**src/rtl/core/pce_pkg.sv**
```systemverilog
// Shared types and constants for the pixel color enhancement pipeline.
package pce_pkg;

    // Color channels, index 0 blue, 1 green, 2 red.
    localparam int NUM_CHAN = 3;

    typedef logic [NUM_CHAN-1:0][7:0] chan_arr_t;

    typedef struct packed {
        logic [7:0] alpha;
        chan_arr_t  color;
    } pix_t;

    // Configuration register indexes (paddr[3:2]).
    localparam logic [1:0] REG_BRIGHTNESS = 2'd0;
    localparam logic [1:0] REG_CONTRAST   = 2'd1;
    localparam logic [1:0] REG_SATURATION = 2'd2;

    localparam logic signed [8:0] BRIGHTNESS_RESET = 9'sd0;
    localparam logic [14:0]       CONTRAST_RESET   = 15'd4096;
    localparam logic [13:0]       SATURATION_RESET = 14'd4096;

    // 127.5 * 2^13, the mid grey term of the contrast stage.
    localparam logic signed [25:0] CONTRAST_BIAS = 26'sd1044480;

    // Rec.601 luma weights in Q0.16, sum is 65536.
    localparam logic [23:0] LUMA_R = 24'd19595;
    localparam logic [23:0] LUMA_G = 24'd38470;
    localparam logic [23:0] LUMA_B = 24'd7471;

endpackage

```
**src/rtl/core/pce_bright_contrast.sv**
```systemverilog
// Brightness offset and contrast gain stages (three register stages).
module pce_bright_contrast (
    input  logic                  aclk,
    input  logic                  aresetn,
    input  logic                  en,
    input  logic                  in_valid,
    input  pce_pkg::pix_t         in_pix,
    input  logic signed [8:0]     offset,
    input  logic [14:0]           gain,
    output logic                  out_valid,
    output pce_pkg::pix_t         out_pix
);
    import pce_pkg::*;

    logic v1_reg, v2_reg, v3_reg;
    pix_t bright_reg;
    pix_t bright_next;
    logic signed [NUM_CHAN-1:0][25:0] cnum_reg;
    logic signed [NUM_CHAN-1:0][25:0] cnum_next;
    logic [7:0] alpha2_reg;
    pix_t cont_reg;
    pix_t cont_next;

    // stage 1: add offset, clamp
    always_comb begin
        logic signed [9:0] sum;
        bright_next.alpha = in_pix.alpha;
        for (int i = 0; i < NUM_CHAN; i++) begin
            sum = $signed({2'b00, in_pix.color[i]}) + $signed({offset[8], offset});
            if (sum < 0) begin
                bright_next.color[i] = 8'd0;
            end else if (sum > 10'sd255) begin
                bright_next.color[i] = 8'd255;
            end else begin
                bright_next.color[i] = sum[7:0];
            end
        end
    end

    // stage 2: (2c - 255) * G + 255 * 4096
    always_comb begin
        logic signed [9:0] span;
        for (int i = 0; i < NUM_CHAN; i++) begin
            span = $signed({1'b0, bright_reg.color[i], 1'b0}) - 10'sd255;
            cnum_next[i] = span * $signed({1'b0, gain}) + CONTRAST_BIAS;
        end
    end

    // stage 3: divide by 2^13 toward zero, clamp
    always_comb begin
        logic [12:0] quot;
        cont_next.alpha = alpha2_reg;
        for (int i = 0; i < NUM_CHAN; i++) begin
            quot = cnum_reg[i][25:13];
            if ($signed(cnum_reg[i]) <= 0) begin
                cont_next.color[i] = 8'd0;
            end else if (quot > 13'd255) begin
                cont_next.color[i] = 8'd255;
            end else begin
                cont_next.color[i] = quot[7:0];
            end
        end
    end

    always_ff @(posedge aclk) begin
        if (!aresetn) begin
            v1_reg <= 1'b0;
            v2_reg <= 1'b0;
            v3_reg <= 1'b0;
        end else if (en) begin
            v1_reg <= in_valid;
            v2_reg <= v1_reg;
            v3_reg <= v2_reg;
        end
    end

    always_ff @(posedge aclk) begin
        if (en) begin
            bright_reg <= bright_next;
            cnum_reg   <= cnum_next;
            alpha2_reg <= bright_reg.alpha;
            cont_reg   <= cont_next;
        end
    end

    assign out_valid = v3_reg;
    assign out_pix   = cont_reg;

endmodule

```
**src/rtl/core/pce_saturation.sv**
```systemverilog
// Luma and saturation stages (three register stages, last one is the output).
module pce_saturation (
    input  logic          aclk,
    input  logic          aresetn,
    input  logic          en,
    input  logic          in_valid,
    input  pce_pkg::pix_t in_pix,
    input  logic [13:0]   gain,
    output logic          out_valid,
    output pce_pkg::pix_t out_pix
);
    import pce_pkg::*;

    logic v4_reg, v5_reg, v6_reg;
    logic [23:0] luma_reg;
    logic [23:0] luma_next;
    pix_t chan4_reg;
    logic signed [NUM_CHAN-1:0][41:0] snum_reg;
    logic signed [NUM_CHAN-1:0][41:0] snum_next;
    logic [7:0] alpha5_reg;
    pix_t sat_reg;
    pix_t sat_next;

    // stage 4: luma in Q16
    assign luma_next = LUMA_R * {16'd0, in_pix.color[2]}
                     + LUMA_G * {16'd0, in_pix.color[1]}
                     + LUMA_B * {16'd0, in_pix.color[0]};

    // stage 5: Y * 4096 + (c * 65536 - Y) * S
    always_comb begin
        logic signed [25:0] diff;
        for (int i = 0; i < NUM_CHAN; i++) begin
            diff = $signed({2'b00, chan4_reg.color[i], 16'd0}) - $signed({2'b00, luma_reg});
            snum_next[i] = diff * $signed({2'b00, gain})
                         + $signed({6'd0, luma_reg, 12'd0});
        end
    end

    // stage 6: divide by 2^28 toward zero, clamp
    always_comb begin
        logic [13:0] quot;
        sat_next.alpha = alpha5_reg;
        for (int i = 0; i < NUM_CHAN; i++) begin
            quot = snum_reg[i][41:28];
            if ($signed(snum_reg[i]) <= 0) begin
                sat_next.color[i] = 8'd0;
            end else if (quot > 14'd255) begin
                sat_next.color[i] = 8'd255;
            end else begin
                sat_next.color[i] = quot[7:0];
            end
        end
    end

    always_ff @(posedge aclk) begin
        if (!aresetn) begin
            v4_reg <= 1'b0;
            v5_reg <= 1'b0;
            v6_reg <= 1'b0;
        end else if (en) begin
            v4_reg <= in_valid;
            v5_reg <= v4_reg;
            v6_reg <= v5_reg;
        end
    end

    always_ff @(posedge aclk) begin
        if (en) begin
            luma_reg   <= luma_next;
            chan4_reg  <= in_pix;
            snum_reg   <= snum_next;
            alpha5_reg <= chan4_reg.alpha;
            sat_reg    <= sat_next;
        end
    end

    assign out_valid = v6_reg;
    assign out_pix   = sat_reg;

endmodule

```
**src/rtl/core/pixel_color_enhance.sv**
```systemverilog
// Top level: pixel brightness / contrast / saturation adjust with APB config.
// Six register stages lie between request acceptance and m_tvalid.
// Throughput: one pixel per clock; the whole pipeline advances together and
// halts only while the output register holds a request m_tready has not taken.
// Reset (aresetn low, synchronous): all stage valid bits clear, registers
// return to offset 0, contrast gain 4096, saturation gain 4096.
module pixel_color_enhance (
    input  logic        aclk,
    input  logic        aresetn,
    // input pixels
    input  logic        s_tvalid,
    output logic        s_tready,
    input  logic [31:0] s_tdata,   // blue_in[7:0], green_in[15:8], red_in[23:16], alpha_in[31:24]
    // adjusted pixels
    output logic        m_tvalid,
    input  logic        m_tready,
    output logic [31:0] m_tdata,   // blue_out[7:0], green_out[15:8], red_out[23:16], alpha_out[31:24]
    // configuration
    input  logic        psel,
    input  logic        penable,
    input  logic        pwrite,
    input  logic [3:0]  paddr,
    input  logic [31:0] pwdata,
    output logic [31:0] prdata,
    output logic        pready
);
    import pce_pkg::*;

    logic signed [8:0] brightness_reg;
    logic [14:0]       contrast_reg;
    logic [13:0]       saturation_reg;

    logic       cfg_wr;
    logic [1:0] cfg_idx;

    logic pipe_en;
    logic mid_valid;
    pix_t in_pix;
    pix_t mid_pix;
    pix_t out_pix;

    // ---------------- configuration port ----------------
    assign pready  = 1'b1;
    assign cfg_wr  = psel & penable & pwrite & pready;
    assign cfg_idx = paddr[3:2];

    always_ff @(posedge aclk) begin
        if (!aresetn) begin
            brightness_reg <= BRIGHTNESS_RESET;
            contrast_reg   <= CONTRAST_RESET;
            saturation_reg <= SATURATION_RESET;
        end else if (cfg_wr) begin
            case (cfg_idx)
                REG_BRIGHTNESS: brightness_reg <= $signed(pwdata[8:0]);
                REG_CONTRAST:   contrast_reg   <= pwdata[14:0];
                REG_SATURATION: saturation_reg <= pwdata[13:0];
                default: ;  // unmapped address, write dropped
            endcase
        end
    end

    always_comb begin
        case (cfg_idx)
            REG_BRIGHTNESS: prdata = {{23{brightness_reg[8]}}, brightness_reg};
            REG_CONTRAST:   prdata = {17'd0, contrast_reg};
            REG_SATURATION: prdata = {18'd0, saturation_reg};
            default:        prdata = 32'd0;
        endcase
    end

    // ---------------- pipeline control ----------------
    // Single enable for all stages: move whenever the output slot is free or
    // being drained this cycle. Bubbles ride along as cleared valid bits.
    assign pipe_en  = ~m_tvalid | m_tready;
    assign s_tready = pipe_en;

    assign in_pix.color[0] = s_tdata[7:0];
    assign in_pix.color[1] = s_tdata[15:8];
    assign in_pix.color[2] = s_tdata[23:16];
    assign in_pix.alpha    = s_tdata[31:24];

    // stages 1..3: brightness, contrast
    pce_bright_contrast u_bc (
        .aclk      (aclk),
        .aresetn   (aresetn),
        .en        (pipe_en),
        .in_valid  (s_tvalid),
        .in_pix    (in_pix),
        .offset    (brightness_reg),
        .gain      (contrast_reg),
        .out_valid (mid_valid),
        .out_pix   (mid_pix)
    );

    // stages 4..6: luma, saturation, output register
    pce_saturation u_sat (
        .aclk      (aclk),
        .aresetn   (aresetn),
        .en        (pipe_en),
        .in_valid  (mid_valid),
        .in_pix    (mid_pix),
        .gain      (saturation_reg),
        .out_valid (m_tvalid),
        .out_pix   (out_pix)
    );

    assign m_tdata = {out_pix.alpha, out_pix.color[2], out_pix.color[1], out_pix.color[0]};

endmodule

```
**config.mk**
```make
export PLATFORM = sky130hd
export DESIGN_NAME = pixel_color_enhance
export DESIGN_NICKNAME = d
export VERILOG_FILES = /design/src/rtl/core/pce_pkg.sv /design/src/rtl/core/pce_bright_contrast.sv /design/src/rtl/core/pce_saturation.sv /design/src/rtl/core/pixel_color_enhance.sv
export SDC_FILE = /design/constraint.sdc
export NUM_CORES = 2
export LEC_CHECK = 0
export BUFFER_PORTS_ARGS = -buffer_cell sky130_fd_sc_hd__buf_2
export CAP_MARGIN = 10
export CORE_MARGIN = 10
export CORE_UTILIZATION = 32
export CTS_BUF_LIST = sky130_fd_sc_hd__clkbuf_8
export CTS_CLUSTER_SIZE = 16
export DETAILED_ROUTE_END_ITERATION = 8
export PLACE_DENSITY = 0.5
export SYNTH_ARGS = -nofsm -noshare
export SYNTH_HDL_FRONTEND = slang
export SYNTH_SLANG_ARGS = --single-unit
export TNS_END_PERCENT = 5
```
**constraint.sdc**
```tcl
create_clock -name aclk -period 15.16 [get_ports aclk]
set_input_delay 3.032 -clock aclk [delete_from_list [all_inputs] [get_ports aclk]]
set_output_delay 3.032 -clock aclk [all_outputs]
set_load 0.02 [all_outputs]
```
# Word level (Yosys, flattened, before mapping)
# Index checks and enable logic that the tools add are counted.
[op_classes] n_bitwise=4 n_mux=10 n_reduce_logical=4 n_lt_le_gt_ge=18 multipliers=9 eq_ne=2 add_sub_neg=17
[op_table] operator="$add A42 B37 Y42" n=3
[op_table] operator="$le A42 B1 Y1 const B" n=3
[op_table] operator="$mul A25 B15 Y40" n=3
[op_table] operator="$pmux W32 S3" n=1
[op_table] operator="$add A26 B21 Y26 const B" n=3
[op_table] operator="$le A26 B1 Y1 const B" n=3
[op_table] operator="$mul A10 B16 Y26" n=3
[op_table] operator="$sub A24 B24 Y25" n=3
[op_table] operator="$mux W8" n=9
[op_table] operator="$mul A15 B8 Y23 const A" n=2
[op_table] operator="$gt A14 B8 Y1 const B" n=3
[op_table] operator="$gt A13 B8 Y1 const B" n=3
[op_table] operator="$add A9 B9 Y10" n=3
[op_table] operator="$gt A10 B9 Y1 const B" n=3
[op_table] operator="$lt A10 B1 Y1 const B" n=3
[op_table] operator="$sub A9 B8 Y10 const B" n=3
[op_table] operator="$add A23 B24 Y24" n=1
[op_table] operator="$add A24 B21 Y24" n=1
[op_table] operator="$mul A13 B8 Y21 const A" n=1
[op_table] operator="$reduce_and A2 Y1" n=3
[op_table] operator="$and A1 B1 Y1" n=2
[op_table] operator="$eq A2 B1 Y1 const B" n=1
[op_table] operator="$eq A2 B2 Y1 const B" n=1
[op_table] operator="$logic_not A2 Y1" n=1
[op_table] operator="other kinds (2)" n=2
[totals] out_inout_bits=67 wordCells=98 ff_bits=416 in_bits=75

# Longest topological paths before layout
[logic_depth] word_depth=3 ltp_mapped=43 ltp_nobuf=41

# By module
# Synthesis repeated with hierarchy kept, for this count alone.
[hier_totals] hier_cells=6727 hier_area_um2=66781.5
[by_module_without_submodules] mod="pce_saturation" n_inst=1 seq_area_each_um2=6035.8 cells_each=4308 area_each_um2=43477.9
[by_module_without_submodules] mod="pce_bright_contrast" n_inst=1 seq_area_each_um2=4504.3 cells_each=2203 area_each_um2=21429.3
[by_module_without_submodules] mod="pixel_color_enhance" n_inst=1 seq_area_each_um2=760.7 cells_each=216 area_each_um2=1874.3

# Worst setup path before layout
# Ideal clock, no wire load.
[synth_path] kind="input port to output port" from="in m_tready" to="out s_tready" stages=3 arrival_ps=9898 n_path_buf=1 required_time_ps=12128 path_slack_ps=2230 cell_sequence="nor2b_1 > clkbuf_1 > inv_1"
[synth_between] elab_chain_cells=1
[synth_lines] item="start, declared" line="pixel_color_enhance.sv:16" text="input logic m_tready,"
[synth_lines] item="$or A1 B1 Y1" line="pixel_color_enhance.sv:74" text="assign pipe_en = ~m_tvalid | m_tready;"
[synth_lines] item="end, declared" line="pixel_color_enhance.sv:12" text="output logic s_tready,"
# Every way passes these cells.

==> flow_metrics.env <==
export IMPL_status="complete, no violations"
export IMPL_holdBufCountCts=0
export IMPL_cts_buffer_depth=3
export IMPL_drtAntennaViolNets=0
export IMPL_synthesis_area_um2=65400
export IMPL_vias=45260
export IMPL_largest_reg_flops=94
export IMPL_route_detailed_drc=0
export IMPL_wl_um=181200
export IMPL_reg2regPathDepth=36
export IMPL_max_cap_viol_count=0
export IMPL_hp_class="reg -> reg"
export IMPL_synthArstFlopShare=0
export IMPL_first_iter_violations=2271
export IMPL_grt_pass1_vias=48640
export IMPL_fillers=20800
export IMPL_final_cell_mix="1388 x inv_1, 1148 x fa_1, 704 x nand2_1"
export IMPL_die_h_um=472.1
export IMPL_fin_crit_sh=0.7898
export IMPL_io_buffers=121
export IMPL_place_hpwl_um=147600
export IMPL_fin_worst_skew_ns=0.04861
export IMPL_ctsRootBufferMaster="clkbuf_8"
export IMPL_synth_edf_count=338
export IMPL_synthFlopType="edfxtp_1"
export IMPL_cts_inserted_buffers=84
export IMPL_grt_use_total=0.1634
export IMPL_slew_limit_headroom=0.2734
export IMPL_place_gp_congestion=0.8817
export IMPL_finalHoldViolCount=0
export IMPL_worstSetupStartpointType="register"
export IMPL_critical_path_most_common_cell="fa_1"
export IMPL_synthCells=6660
export IMPL_row_count=165
export IMPL_finalMaxSlewViolations=0
export IMPL_die_x_um=472.1
export IMPL_routed_via_density=4.787
export IMPL_post_cts_buffers=0
export IMPL_fin_setup_tns_ns=0
export IMPL_wl_per_cell_um=19.16
export IMPL_clk_latency_ns=0.83
export IMPL_die_area_um2=222800
export IMPL_synth_seq_cells=382
export IMPL_synthToLayoutAreaGrowth_pct=8.359
export IMPL_num_io_pins=142
export IMPL_hold_depth=0
export IMPL_nets=8607
export IMPL_yosys_warnings=0
export IMPL_syn_nets=8557
export IMPL_syn_mean_instance_area_um2=9.819
export IMPL_final_common_cell="inv_1"
export IMPL_grt_max_degree=95
export IMPL_yosysSeqAreaShare=0.1687
export IMPL_cts_htree_levels=3
export IMPL_end_kind="register"
export IMPL_grt_ovfl_total=0
export IMPL_cts_tree="done"
export IMPL_initial_core_util=0.3226
export IMPL_required_ns=15.72
export IMPL_antenna_found_initial=9
export IMPL_fmax_mhz=83.52
export IMPL_crit_type="reg -> reg"
export IMPL_cts_resized=0
export IMPL_setup_violations=0
export IMPL_fin_crit_ns=11.97
export IMPL_cpMaxStageDelayCell="xor2_2"
export IMPL_ys_types=88
export IMPL_worstPathArrival_ns=12.54
export IMPL_clkTransAtPathRegs_ns=0.06
export IMPL_core_area_um2=202700
export IMPL_grt_pass1_wl_um=284800
export IMPL_path_max_fanout=18
export IMPL_worst_slew_pin_transition_ns=1.081
export IMPL_rsz0062_at_grt="false"
export IMPL_drive_gt1_frac=0.06195
export IMPL_cts_sinks=382
export IMPL_first_pass_iters=7
export IMPL_max_stage_delay_ns=0.86
==> metal layers <==
metal / up-vias / track usage / wire length [µm]
met1: 23160 / 0.2142 / 79350
met5: - / 0 / 0
li1: 21040 / - / -
met2: 865 / 0.2840 / 89690
met4: 0 / 0.04411 / 4659
met3: 193 / 0.01951 / 7462
==> worst paths after layout <==
kind	startpoint	slack, ns	to
setup / recovery	u_sat.luma_reg[0]$_DFFE_PP_	3.19	u_sat.snum_reg[80]$_DFFE_PP_
hold / removal	u_bc.out_pix[30]$_DFFE_PP_	0.40	u_sat.chan4_reg[30]$_DFFE_PP_
setup reg to reg	u_sat.luma_reg[0]$_DFFE_PP_	3.19	u_sat.snum_reg[80]$_DFFE_PP_
hold reg to reg	u_bc.out_pix[30]$_DFFE_PP_	0.40	u_sat.chan4_reg[30]$_DFFE_PP_
==> layout make-up <==
| class | instances | area [µm²] | area share |
|---|---|---|---|
| multi-input combinational | 4681 | 48420 | 0.6833 |
| sequential | 382 | 11050 | 0.1559 |
| inverter | 1365 | 5131 | 0.07241 |
| tap | 2672 | 3343 | 0.04718 |
| clock buffer | 89 | 1225 | 0.01729 |
| timing repair buffer | 196 | 1181 | 0.01667 |
| clock inverter | 67 | 510.5 | 0.007204 |
| antenna | 2 | 5.005 | 0.00007063 |
==> critical path, delay by kind of cell (launching register included) <==
kind,cells,cell delay [ns]
DFF,1,0.36
buffers and inverters,6,0.49
xor gates and xnor gates,3,1.34
and+or+nand+nor,8,2.02
AOI/OAI and AO/OA,10,3.56
adders and majority gates,9,3.92
==> cell families (layout without fill, tap and decap cells) <==
group | after synthesis | count (layout) | share of synthesized area
adder cells (fa/ha/maj) | 1822 | 1822 | 0.4804
other | 1 | 3 | 0.00005734
multiplexers | 24 | 24 | 0.003673
XOR/XNOR | 313 | 313 | 0.04203
buffers and inverters | 1597 | 1717 | 0.09283
flip-flops | 382 | 382 | 0.1687
AO/OA/AOI/OAI | 803 | 803 | 0.08189
AND/OR/NAND/NOR | 1718 | 1718 | 0.1305
==> through the flow <==
step | hold WS, ns | util | instance area [µm²] | cells | setup slack, ns
floorplan | 0.4003 | - | 65400 | 6660 | 2.230
detailed placement | 0.4045 | 0.3410 | 69120 | 9296 | 3.302
CTS | 0.4005 | 0.3495 | 70860 | 9452 | 3.250
finish | 0.4031 | 0.3495 | 70860 | 9454 | 3.187
global placement | 0.4007 | 0.3410 | 69120 | 9296 | 3.302
global route | 0.4190 | 0.3495 | 70860 | 9453 | 2.530
==> cell usage after synthesis, types with 18 or more instances <==
cell type / n / share of area
nor2_1: 173 / 0.0099
nor4_1: 42 / 0.0040
o21a_1: 96 / 0.011
nand2b_1: 30 / 0.0029
and3_1: 25 / 0.0024
o21bai_1: 59 / 0.0068
edfxtp_1: 338 / 0.16
a211oi_1: 28 / 0.0032
o211ai_1: 18 / 0.0021
or2_2: 48 / 0.0046
a21boi_0: 36 / 0.0041
and2_1: 467 / 0.045
nand2_1: 704 / 0.040
xnor2_1: 228 / 0.031
inv_1: 1365 / 0.078
a21oi_1: 229 / 0.018
dfxtp_1: 44 / 0.013
nor2b_1: 51 / 0.0049
clkbuf_1: 199 / 0.011
nand3_1: 43 / 0.0033
mux2i_1: 24 / 0.0037
nor3_1: 62 / 0.0047
fa_1: 1148 / 0.35
xor2_1: 84 / 0.011
ha_1: 674 / 0.13
a21o_1: 109 / 0.013
o21ai_0: 103 / 0.0079
Power is left out: the tool's default activity adds up to more than one toggle a clock period on the data nets, which glitch-free logic cannot reach.
